===== src/hdl/tmc_pkg.sv =====
// Package for the thruster mixer and clamp block.
// Holds field widths, register indexes, reset values and the item structs.
// No dependencies; used by tmc_mix and thruster_mixer_clamp_top.
`default_nettype none

package tmc_pkg;

   localparam int CMD_W   = 11;
   localparam int CORR_W  = 12;
   localparam int PW_W    = 16;
   localparam int SUM_W   = 19;
   localparam int NUM_OUT = 8;
   localparam int REQ_W   = 4 * CMD_W + 3 * CORR_W;
   localparam int RSP_W   = NUM_OUT * PW_W;
   localparam int CSR_A_W = 2;

   localparam logic [CSR_A_W-1:0] CSR_NEUTRAL    = 2'd0;
   localparam logic [CSR_A_W-1:0] CSR_CLAMP_HIGH = 2'd1;
   localparam logic [CSR_A_W-1:0] CSR_CLAMP_LOW  = 2'd2;

   localparam logic [PW_W-1:0] NEUTRAL_RST    = 16'd1500;
   localparam logic [PW_W-1:0] CLAMP_HIGH_RST = 16'd2750;
   localparam logic [PW_W-1:0] CLAMP_LOW_RST  = 16'd1750;

   typedef logic signed [SUM_W-1:0] sum_type;
   typedef logic [PW_W-1:0] pw_type;

   // surge in the lowest bits
   typedef struct packed {
      logic signed [CORR_W-1:0] yaw_corr;
      logic signed [CORR_W-1:0] roll_corr;
      logic signed [CORR_W-1:0] pitch_corr;
      logic signed [CMD_W-1:0]  turn;
      logic signed [CMD_W-1:0]  heave;
      logic signed [CMD_W-1:0]  sway;
      logic signed [CMD_W-1:0]  surge;
   } req_type;

   typedef struct packed {
      pw_type neutral_width;
      pw_type clamp_high;
      pw_type clamp_low;
   } lim_type;

   // width_m1 in the lowest bits
   typedef struct packed {
      pw_type width_m8;
      pw_type width_m7;
      pw_type width_m6;
      pw_type width_m5;
      pw_type width_m4;
      pw_type width_m3;
      pw_type width_m2;
      pw_type width_m1;
   } rsp_type;

endpackage

`default_nettype wire


===== src/hdl/thruster_mixer_clamp_top.sv =====
// Top level of the eight-thruster mixer with pulse-width clamping.
// Depends on tmc_pkg and tmc_mix.
//
// Usage:
//   req_* carries one command item per handshake: four stick commands,
//   three correction terms in tdata and the link-lost flag in tuser.
//   rsp_* returns one item of eight 16-bit pulse widths per request.
//   csr_* writes neutral width (0), clamp high (1) and clamp low (2);
//   other indexes are ignored. Write only while no item is in flight.
// Path: an accepted item is registered in the input register, mixed and
//   clamped combinationally, then shows on rsp_tvalid from the result register.
// Throughput: one item per cycle while rsp_tready is high; the input
//   and result registers form a two-stage pipeline with per-stage valid bits.
// Stall: while rsp_tready is low the result holds; the input stage still
//   takes one more item, then req_tready drops until the result moves.
// Reset: clears both valid bits and loads the limit registers with their
//   defaults (1500, 2750, 1750).
`default_nettype none

module thruster_mixer_clamp_top (
   input  logic                                clock,
   input  logic                                reset,
   input  logic                                req_tvalid,
   output logic                                req_tready,
   // surge, sway, heave, turn (11 bit), pitch_corr, roll_corr, yaw_corr (12 bit)
   input  logic [tmc_pkg::REQ_W-1:0]           req_tdata,
   // link_lost
   input  logic                                req_tuser,
   output logic                                rsp_tvalid,
   input  logic                                rsp_tready,
   // width_m1 .. width_m8, 16 bit each
   output logic [tmc_pkg::RSP_W-1:0]           rsp_tdata,
   input  logic                                csr_we,
   input  logic [tmc_pkg::CSR_A_W-1:0]         csr_addr,
   input  logic [tmc_pkg::PW_W-1:0]            csr_wdata
);
   import tmc_pkg::*;

   logic    in_vld_ff, in_vld_in;
   req_type in_item_ff;
   logic    in_lost_ff;
   logic    out_vld_ff, out_vld_in;
   rsp_type out_data_ff;
   rsp_type mix_result;
   lim_type lim_ff, lim_in;
   logic    out_ready;

   assign out_ready  = !out_vld_ff || rsp_tready;
   assign req_tready = !in_vld_ff || out_ready;
   assign in_vld_in  = req_tready ? req_tvalid : in_vld_ff;
   assign out_vld_in = out_ready ? in_vld_ff : out_vld_ff;

   always_comb begin
      lim_in = lim_ff;
      if (csr_we) begin
         case (csr_addr)
            CSR_NEUTRAL:    lim_in.neutral_width = csr_wdata;
            CSR_CLAMP_HIGH: lim_in.clamp_high    = csr_wdata;
            CSR_CLAMP_LOW:  lim_in.clamp_low     = csr_wdata;
            default:        lim_in = lim_ff;
         endcase
      end
   end

   tmc_mix u_mix (
      .item      (in_item_ff),
      .link_lost (in_lost_ff),
      .lim       (lim_ff),
      .result    (mix_result)
   );

   always_ff @(posedge clock) begin
      if (reset) begin
         in_vld_ff            <= 1'b0;
         out_vld_ff           <= 1'b0;
         lim_ff.neutral_width <= NEUTRAL_RST;
         lim_ff.clamp_high    <= CLAMP_HIGH_RST;
         lim_ff.clamp_low     <= CLAMP_LOW_RST;
      end else begin
         in_vld_ff  <= in_vld_in;
         out_vld_ff <= out_vld_in;
         lim_ff     <= lim_in;
      end
   end

   always_ff @(posedge clock) begin
      if (req_tvalid && req_tready) begin
         in_item_ff <= req_type'(req_tdata);
         in_lost_ff <= req_tuser;
      end
      if (in_vld_ff && out_ready) begin
         out_data_ff <= mix_result;
      end
   end

   assign rsp_tvalid = out_vld_ff;
   assign rsp_tdata  = RSP_W'(out_data_ff);

endmodule

`default_nettype wire


===== src/hdl/tmc_mix.sv =====
// Mix and clamp logic for one item: eight signed sums around neutral,
// each clamped to the limits, or all neutral on link loss.
// Depends on tmc_pkg.
`default_nettype none

module tmc_mix (
   input  tmc_pkg::req_type item,
   input  logic             link_lost,
   input  tmc_pkg::lim_type lim,
   output tmc_pkg::rsp_type result
);
   import tmc_pkg::*;

   sum_type n, sx, sy, sz, st, cp, cr, cy;
   sum_type hi, lo;
   sum_type v1, v2, v3, v4, v5, v6, v7, v8;

   function automatic pw_type clamp_pw(input sum_type v, input sum_type h, input sum_type l);
      pw_type r;
      if (v > h) begin
         r = h[PW_W-1:0];
      end else if (v < l) begin
         r = l[PW_W-1:0];
      end else begin
         r = v[PW_W-1:0];
      end
      return r;
   endfunction

   assign n  = sum_type'(lim.neutral_width);
   assign hi = sum_type'(lim.clamp_high);
   assign lo = sum_type'(lim.clamp_low);
   assign sx = sum_type'(item.surge);
   assign sy = sum_type'(item.sway);
   assign sz = sum_type'(item.heave);
   assign st = sum_type'(item.turn);
   assign cp = sum_type'(item.pitch_corr);
   assign cr = sum_type'(item.roll_corr);
   assign cy = sum_type'(item.yaw_corr);

   assign v1 = n + sz + cp + cr;
   assign v2 = n - sz - cp - cr;
   assign v3 = n + sz + cp - cr;
   assign v4 = n - sz - cp + cr;
   assign v5 = n + sx + sy + st - cy;
   assign v6 = n + sx + sy - st + cy;
   assign v7 = n + sx - sy + st - cy;
   assign v8 = n + sx - sy - st + cy;

   always_comb begin
      if (link_lost) begin
         result.width_m1 = lim.neutral_width;
         result.width_m2 = lim.neutral_width;
         result.width_m3 = lim.neutral_width;
         result.width_m4 = lim.neutral_width;
         result.width_m5 = lim.neutral_width;
         result.width_m6 = lim.neutral_width;
         result.width_m7 = lim.neutral_width;
         result.width_m8 = lim.neutral_width;
      end else begin
         result.width_m1 = clamp_pw(v1, hi, lo);
         result.width_m2 = clamp_pw(v2, hi, lo);
         result.width_m3 = clamp_pw(v3, hi, lo);
         result.width_m4 = clamp_pw(v4, hi, lo);
         result.width_m5 = clamp_pw(v5, hi, lo);
         result.width_m6 = clamp_pw(v6, hi, lo);
         result.width_m7 = clamp_pw(v7, hi, lo);
         result.width_m8 = clamp_pw(v8, hi, lo);
      end
   end

endmodule

`default_nettype wire


===== config.mk =====
export PLATFORM = sky130hd
export DESIGN_NAME = thruster_mixer_clamp_top
export DESIGN_NICKNAME = d
export VERILOG_FILES = /design/src/hdl/tmc_pkg.sv /design/src/hdl/thruster_mixer_clamp_top.sv /design/src/hdl/tmc_mix.sv
export SDC_FILE = /design/constraint.sdc
export NUM_CORES = 1
export LEC_CHECK = 0
export ABC_AREA = 1
export BUFFER_PORTS_ARGS = -buffer_cell sky130_fd_sc_hd__buf_2
export CAP_MARGIN = 20
export CORE_MARGIN = 4
export CORE_UTILIZATION = 43
export DETAILED_ROUTE_END_ITERATION = 8
export HOLD_SLACK_MARGIN = 0.02
export PLACE_DENSITY = 0.6
export SLEW_MARGIN = 30
export SYNTH_ARGS = -nofsm -noshare
export SYNTH_HDL_FRONTEND = slang
export SYNTH_SLANG_ARGS = --single-unit

===== constraint.sdc =====
create_clock -name clock -period 10.4 [get_ports clock]
set_input_delay 1.04 -clock clock [delete_from_list [all_inputs] [get_ports clock]]
set_output_delay 1.04 -clock clock [all_outputs]
set_load 0.01 [all_outputs]

==> results.json, run 1 <==
{
  "vias": 32807,
  "overflow": 0,
  "reg2reg_setup_slack_ns": 1.90,
  "layout-drive-gt1-share": 0.0863,
  "root_buffer": "clkbuf_16",
  "cts_buffer_depth": 3,
  "clock_skew_ns": 0.0289,
  "first_iter_violations": 3817,
  "path_max_fanout": 16,
  "cp_common_cell": "nand2_1",
  "netlist_top_cells_count": "1104 x nand2_1, 554 x inv_1, 496 x nand3_1",
  "yosysMostFrequentCell": "nand2_1",
  "dieArea_um2": 81500,
  "n_fill_cell": 7748,
  "clock.fmax_ghz": 0.118,
  "track_usage": 0.315,
  "crit_path_end": "rsp_tdata[64]$_DFFE_PP_",
  "startpoint_type": "flop",
  "synth_top_area_share": 0.190,
  "fin_crit_ns": 8.50,
  "grt_max_degree": 96,
  "fin_util": 0.480,
  "drv_slew": 0,
  "worst_hold_slack_ns": 0.525,
  "routabilityCongestion": 0.991,
  "finalSetupViolCount": 0,
  "postCtsHoldBufs": 0,
  "setup_tns_ns": 0,
  "ant_nets": 0,
  "pin_count": 234,
  "synth_seq_area_share": 0.220,
  "layout.nets": 5421,
  "r2r-start": "lim_ff[33]$_SDFFE_PP0P_",
  "dp_hpwl_um": 106000,
  "antenna_found_initial": 5,
  "max-cap-violations": 0,
  "slowest_stage": "fa_1",
  "synth_edf_count": 209,
  "area_delta_synth_final_pct": 10.3,
  "drc_errors": 0,
  "grt_pass1_vias": 30519,
  "placed_area_um2": 35300,
  "synthArstFlopShare": 0,
  "rows": 101,
  "status": "completed",
  "reg2regPathDepth": 35,
  "clkLatencyLatePin_ns": 0.58,
  "dr.pass1.iters": 8,
  "finalWirelength_um": 133000,
  "design_area_um2": 36500,
  "synth_top_flop_cell": "edfxtp_1",
  "start_util": 0.435,
  "slew_headroom": 0.213,
  "htree_levels": 2,
  "crit_required_ns": 10.68,
  "synth_cells": 4524,
  "synthTopCellsByArea": "edfxtp_1 19%, ha_1 19%, nand2_1 13%",
  "yosysUniqueCellTypes": 55,
  "r2r_end": "rsp_tdata[64]$_DFFE_PP_",
  "cp-startpoint": "lim_ff[33]$_SDFFE_PP0P_",
  "io_buffers": 233,
  "netlist_area_um2": 33100,
  "cts_sinks": 259,
  "avgSynthCellArea_um2": 7.32,
  "worstPathArrival_ns": 8.78,
  "end_kind": "flop",
  "hold_viol": 0,
  "via_per_inst": 5.68,
  "die_y_um": 285,
  "path_class": "reg2reg",
  "grt_pass1_wl_um": 194000,
  "clk_pin_slew_worst_paths_ns": 0.06,
  "postCtsSetupBuffers": 0,
  "yosysWarnings": 0,
  "wl_per_cell_um": 23.0,
  "syn_nets": 5230,
  "dieWidth_um": 285,
  "cts_tree": "done",
  "hold_path.class": "reg2reg",
  "max_stage_delay_ns": 0.57,
  "worstMarginPinSlew_ns": 1.18,
  "rsz0062_at_grt": "false",
  "cts_resized": 0,
  "core_area_um2": 76100,
  "period_share": 0.817,
  "cts_buffers": 35,
  "ys_ff_latch": 259,
  "synth_top_cell_by_area": "edfxtp_1"
}
critical path, delay by kind of cell (launching register included):
family | cells | cell delay, ns
buffers and inverters | 3 | 0.35
AND/OR/NAND/NOR | 16 | 2.53
flip-flops | 1 | 0.52
adder cells (fa/ha/maj) | 5 | 2.07
AO/OA/AOI/OAI | 8 | 1.47
XOR/XNOR | 3 | 1.25
sequential cells by signal (all words and copies together) (netlist names):
signal      count
in_vld_ff       1
rsp_tvalid      1
in_item_ff     80
in_lost_ff      1
rsp_tdata     128
lim_ff         48
cells in the final DEF (no fill, tap or decap), types with 8 or more instances in the layout:
cell | netlist | layout
clkinv_1 | 16 | 17
inv_1 | 554 | 552
inv_2 | 7 | 10
a21oi_1 | 340 | 339
clkbuf_16 | 0 | 38
nand3b_1 | 9 | 9
o21bai_1 | 22 | 22
nand3_2 | 12 | 12
nor4_1 | 10 | 10
a21oi_2 | 10 | 10
buf_2 | 66 | 233
a21o_1 | 24 | 24
nor2_1 | 287 | 287
xor2_1 | 159 | 159
ha_1 | 490 | 490
o21ai_0 | 156 | 156
nand2_1 | 1104 | 1102
edfxtp_1 | 209 | 209
nand2_2 | 15 | 17
nand4_1 | 66 | 66
buf_4 | 11 | 44
xnor2_1 | 46 | 46
nand3_1 | 496 | 496
o211ai_1 | 52 | 52
dfxtp_1 | 50 | 50
o21ai_1 | 8 | 8
fa_1 | 112 | 112
a31oi_1 | 18 | 18
o31ai_1 | 11 | 11
a211oi_1 | 19 | 19
nor3_1 | 41 | 40
routing by layer:
layer / global-route usage / up-vias / wire length [um]
li1: - / 15524 / -
met1: 0.455 / 15292 / 58100
met2: 0.461 / 1732 / 53700
met3: 0.0775 / 255 / 15600
met4: 0.106 / 4 / 5320
met5: 0 / - / 33
layout make-up:
type	instances	area, um^2	share of cell area
multi-input cells	3563	23100	0.631
flip-flops and latches	259	7280	0.199
inverters	577	2170	0.0594
repair buffers	279	1540	0.0421
well taps	1030	1290	0.0353
clock buffers	43	980	0.0268
clock inverters	20	205	0.00562
diodes	1	2.50	0.0000685
per-stage QoR:
stage          worst slack [ns]  instances
5_1_grt                    1.34       5771
4_1_cts                    2.04       5770
6_report                   1.90       5772
3_3_place_gp               2.33       5707
2_1_floorplan              2.50       4524
3_5_place_dp               2.07       5707
how the worst min path moves through the flow:
stage               depth (start not counted)                      end               startpoint
floorplan                                   2  rsp_tvalid$_SDFFE_PP0P_   in_vld_ff$_SDFFE_PP0N_
global placement                            2  rsp_tvalid$_SDFFE_PP0P_  rsp_tvalid$_SDFFE_PP0P_
detailed placement                          2  rsp_tvalid$_SDFFE_PP0P_  rsp_tvalid$_SDFFE_PP0P_
CTS                                         2  rsp_tvalid$_SDFFE_PP0P_   in_vld_ff$_SDFFE_PP0N_
global route                                2  rsp_tvalid$_SDFFE_PP0P_  rsp_tvalid$_SDFFE_PP0P_
finish                                      2  rsp_tvalid$_SDFFE_PP0P_   in_vld_ff$_SDFFE_PP0N_
cells by family (layout without fill, tap and decap cells):
kind of cell	count (synthesis)	count (layout)	share of synthesized area
simple gates	2067	2067	0.270
buf+inv	702	919	0.0844
compound gates	687	687	0.118
fa+ha+maj	602	602	0.253
flops	259	259	0.220
xor+xnor	207	207	0.0552
other cells	0	1	0
Power of run 1 is not shown: default switching activity piles up to over one toggle a cycle in this logic, so the estimate is an artifact.
==> inputs of run 2 (changes only) <==
==> constraint.sdc (replaced) <==
create_clock -name clock -period 8.22 [get_ports clock]
set_input_delay 0.822 -clock clock [delete_from_list [all_inputs] [get_ports clock]]
set_output_delay 0.822 -clock clock [all_outputs]
set_load 0.01 [all_outputs]
==> run 2 against run 1 <==
  * Final cell count grew 0.45%
  * Worst hold slack lost 0.11 ns
  * Register-to-register slack lost 1.4 ns
  * Largest cell class unchanged
  * Die area is the same
  * Count of clock-buffer cells in the layout shrank 3
  * Utilization grew 0.51 points
  * Global-route usage shrank 0.37 points
  * Critical endpoint is now rsp_tdata[109]$_DFFE_PP_
  * Clock skew shrank 0.0035 ns
  * First-iteration DRC count shrank 0.37%
==> results.json, run 2 (synthesized netlist as in run 1, its figures left out) <==
{
  "max_stage_delay_ns": 0.57,
  "dr.pass1.iters": 8,
  "pin_count": 234,
  "clk_pin_slew_worst_paths_ns": 0.06,
  "startpoint_type": "flop",
  "end_kind": "flop",
  "die_y_um": 285,
  "area_delta_synth_final_pct": 11.5,
  "seq_area_um2": 7280,
  "finalSetupViolCount": 0,
  "max-cap-violations": 0,
  "grt_pass1_vias": 30303,
  "setup_tns_ns": 0,
  "worstPathArrival_ns": 8.14,
  "reg2regPathDepth": 33,
  "period_share": 0.941,
  "largest_reg_flops": 128,
  "finalWirelength_um": 132000,
  "postCtsHoldBufs": 0,
  "clock.fmax_ghz": 0.129,
  "cp_common_cell": "nand2_1",
  "hold_path_depth": 1,
  "final_common_cell": "nand2_1",
  "io_buffers": 233,
  "cts_buffer_depth": 3,
  "status": "completed",
  "fin_crit_ns": 7.74,
  "grt_max_degree": 87,
  "layout-drive-gt1-share": 0.0938,
  "dieWidth_um": 285,
  "track_usage": 0.312,
  "root_buffer": "clkbuf_16",
  "slowest_stage": "fa_1",
  "antenna_found_initial": 4,
  "dieArea_um2": 81500,
  "cts_sinks": 259,
  "via_per_inst": 5.65,
  "vias": 32745,
  "wl_per_cell_um": 22.7,
  "grt_pass1_wl_um": 192000,
  "rows": 101,
  "cts_tree": "done",
  "hold_path.class": "in2reg",
  "start_util": 0.435,
  "ant_nets": 0,
  "overflow": 0,
  "n_fill_cell": 7693,
  "routabilityCongestion": 1.02,
  "mostFrequentLayoutCells": "1103 x nand2_1, 553 x inv_1, 496 x nand3_1",
  "setup_ws_ns": 0.482,
  "path_max_fanout": 17,
  "dp_hpwl_um": 104000,
  "layout.nets": 5447,
  "crit_required_ns": 8.62,
  "cts_buffers": 35,
  "drv_slew": 0,
  "worstMarginPinSlew_ns": 1.09,
  "drc_errors": 0,
  "post-place-ws_ns": 0.110,
  "multi_input_area_um2": 23200,
  "clock_skew_ns": 0.0254,
  "hold_viol": 0,
  "slew_headroom": 0.270,
  "path_class": "reg2reg",
  "first_iter_violations": 3803,
  "core_area_um2": 76100,
  "clkLatencyLatePin_ns": 0.58,
  "htree_levels": 2
}
## run 2: changes by cell type in the layout (fill, tap and decap cells not counted), sizes merged
| cell | delta |
|---|---|
| inv | -3 |
| buf | +26 |
| clkbuf | -3 |
| clkinv | -1 |
| bufinv | +3 |
| clkinvlp | +4 |
## run 2: layout make-up
type,count,area share
Antenna cell,1,0.0000678
Clock buffer,40,0.0248
Clock inverter,23,0.00821
Inverter,577,0.0587
Multi-Input combinational cell,3563,0.628
Sequential cell,259,0.197
Tap cell,1030,0.0349
Timing Repair Buffer,305,0.0475
## run 2: what timing repair did
action / CTS / global route
setup endpoints to repair: 0 / 64
resized for setup: 0 / 24
buffers inserted: 0 / 3
## run 2: through the flow
step                      hold WS [ns]  utilization  area [um^2]  instances
final                            0.419        0.485        36900       5798
after global routing             0.403        0.485        36900       5797
after CTS                        0.395        0.482        36700       5793
after detailed placement         0.523        0.466        35500       5730
after floorplan                  0.445            -        33100       4524
after global placement           0.524        0.466        35500       5730
## run 2: path summary, 6_finish.rpt
check / start / end / slack [ns]
max: lim_ff[32]$_SDFFE_PP0P_ / rsp_tdata[109]$_DFFE_PP_ / 0.48
min: req_tdata[47] / in_item_ff[47]$_DFFE_PP_ / 0.42
max reg2reg: lim_ff[32]$_SDFFE_PP0P_ / rsp_tdata[109]$_DFFE_PP_ / 0.48
min reg2reg: in_vld_ff$_SDFFE_PP0N_ / rsp_tvalid$_SDFFE_PP0P_ / 0.53
## run 2: worst max-delay path, delay by kind of cell (launching register included)
| family | cells | cell delay [ns] |
|---|---|---|
| AO/OA/AOI/OAI | 9 | 1.66 |
| AND/OR/NAND/NOR | 11 | 1.80 |
| XOR/XNOR | 3 | 1.11 |
| flip-flops | 1 | 0.43 |
| buffers and inverters | 4 | 0.34 |
| adder cells (fa/ha/maj) | 6 | 2.22 |
## run 2: per-layer routing
layer | wire length, um | up-vias | track usage
met2 | 53600 | 1658 | 0.458
li1 | - | 15579 | -
met4 | 5600 | 2 | 0.111
met1 | 58200 | 15278 | 0.455
met5 | 12 | - | 0
met3 | 14200 | 228 | 0.0610
Power of run 2 is left out for the same reason.
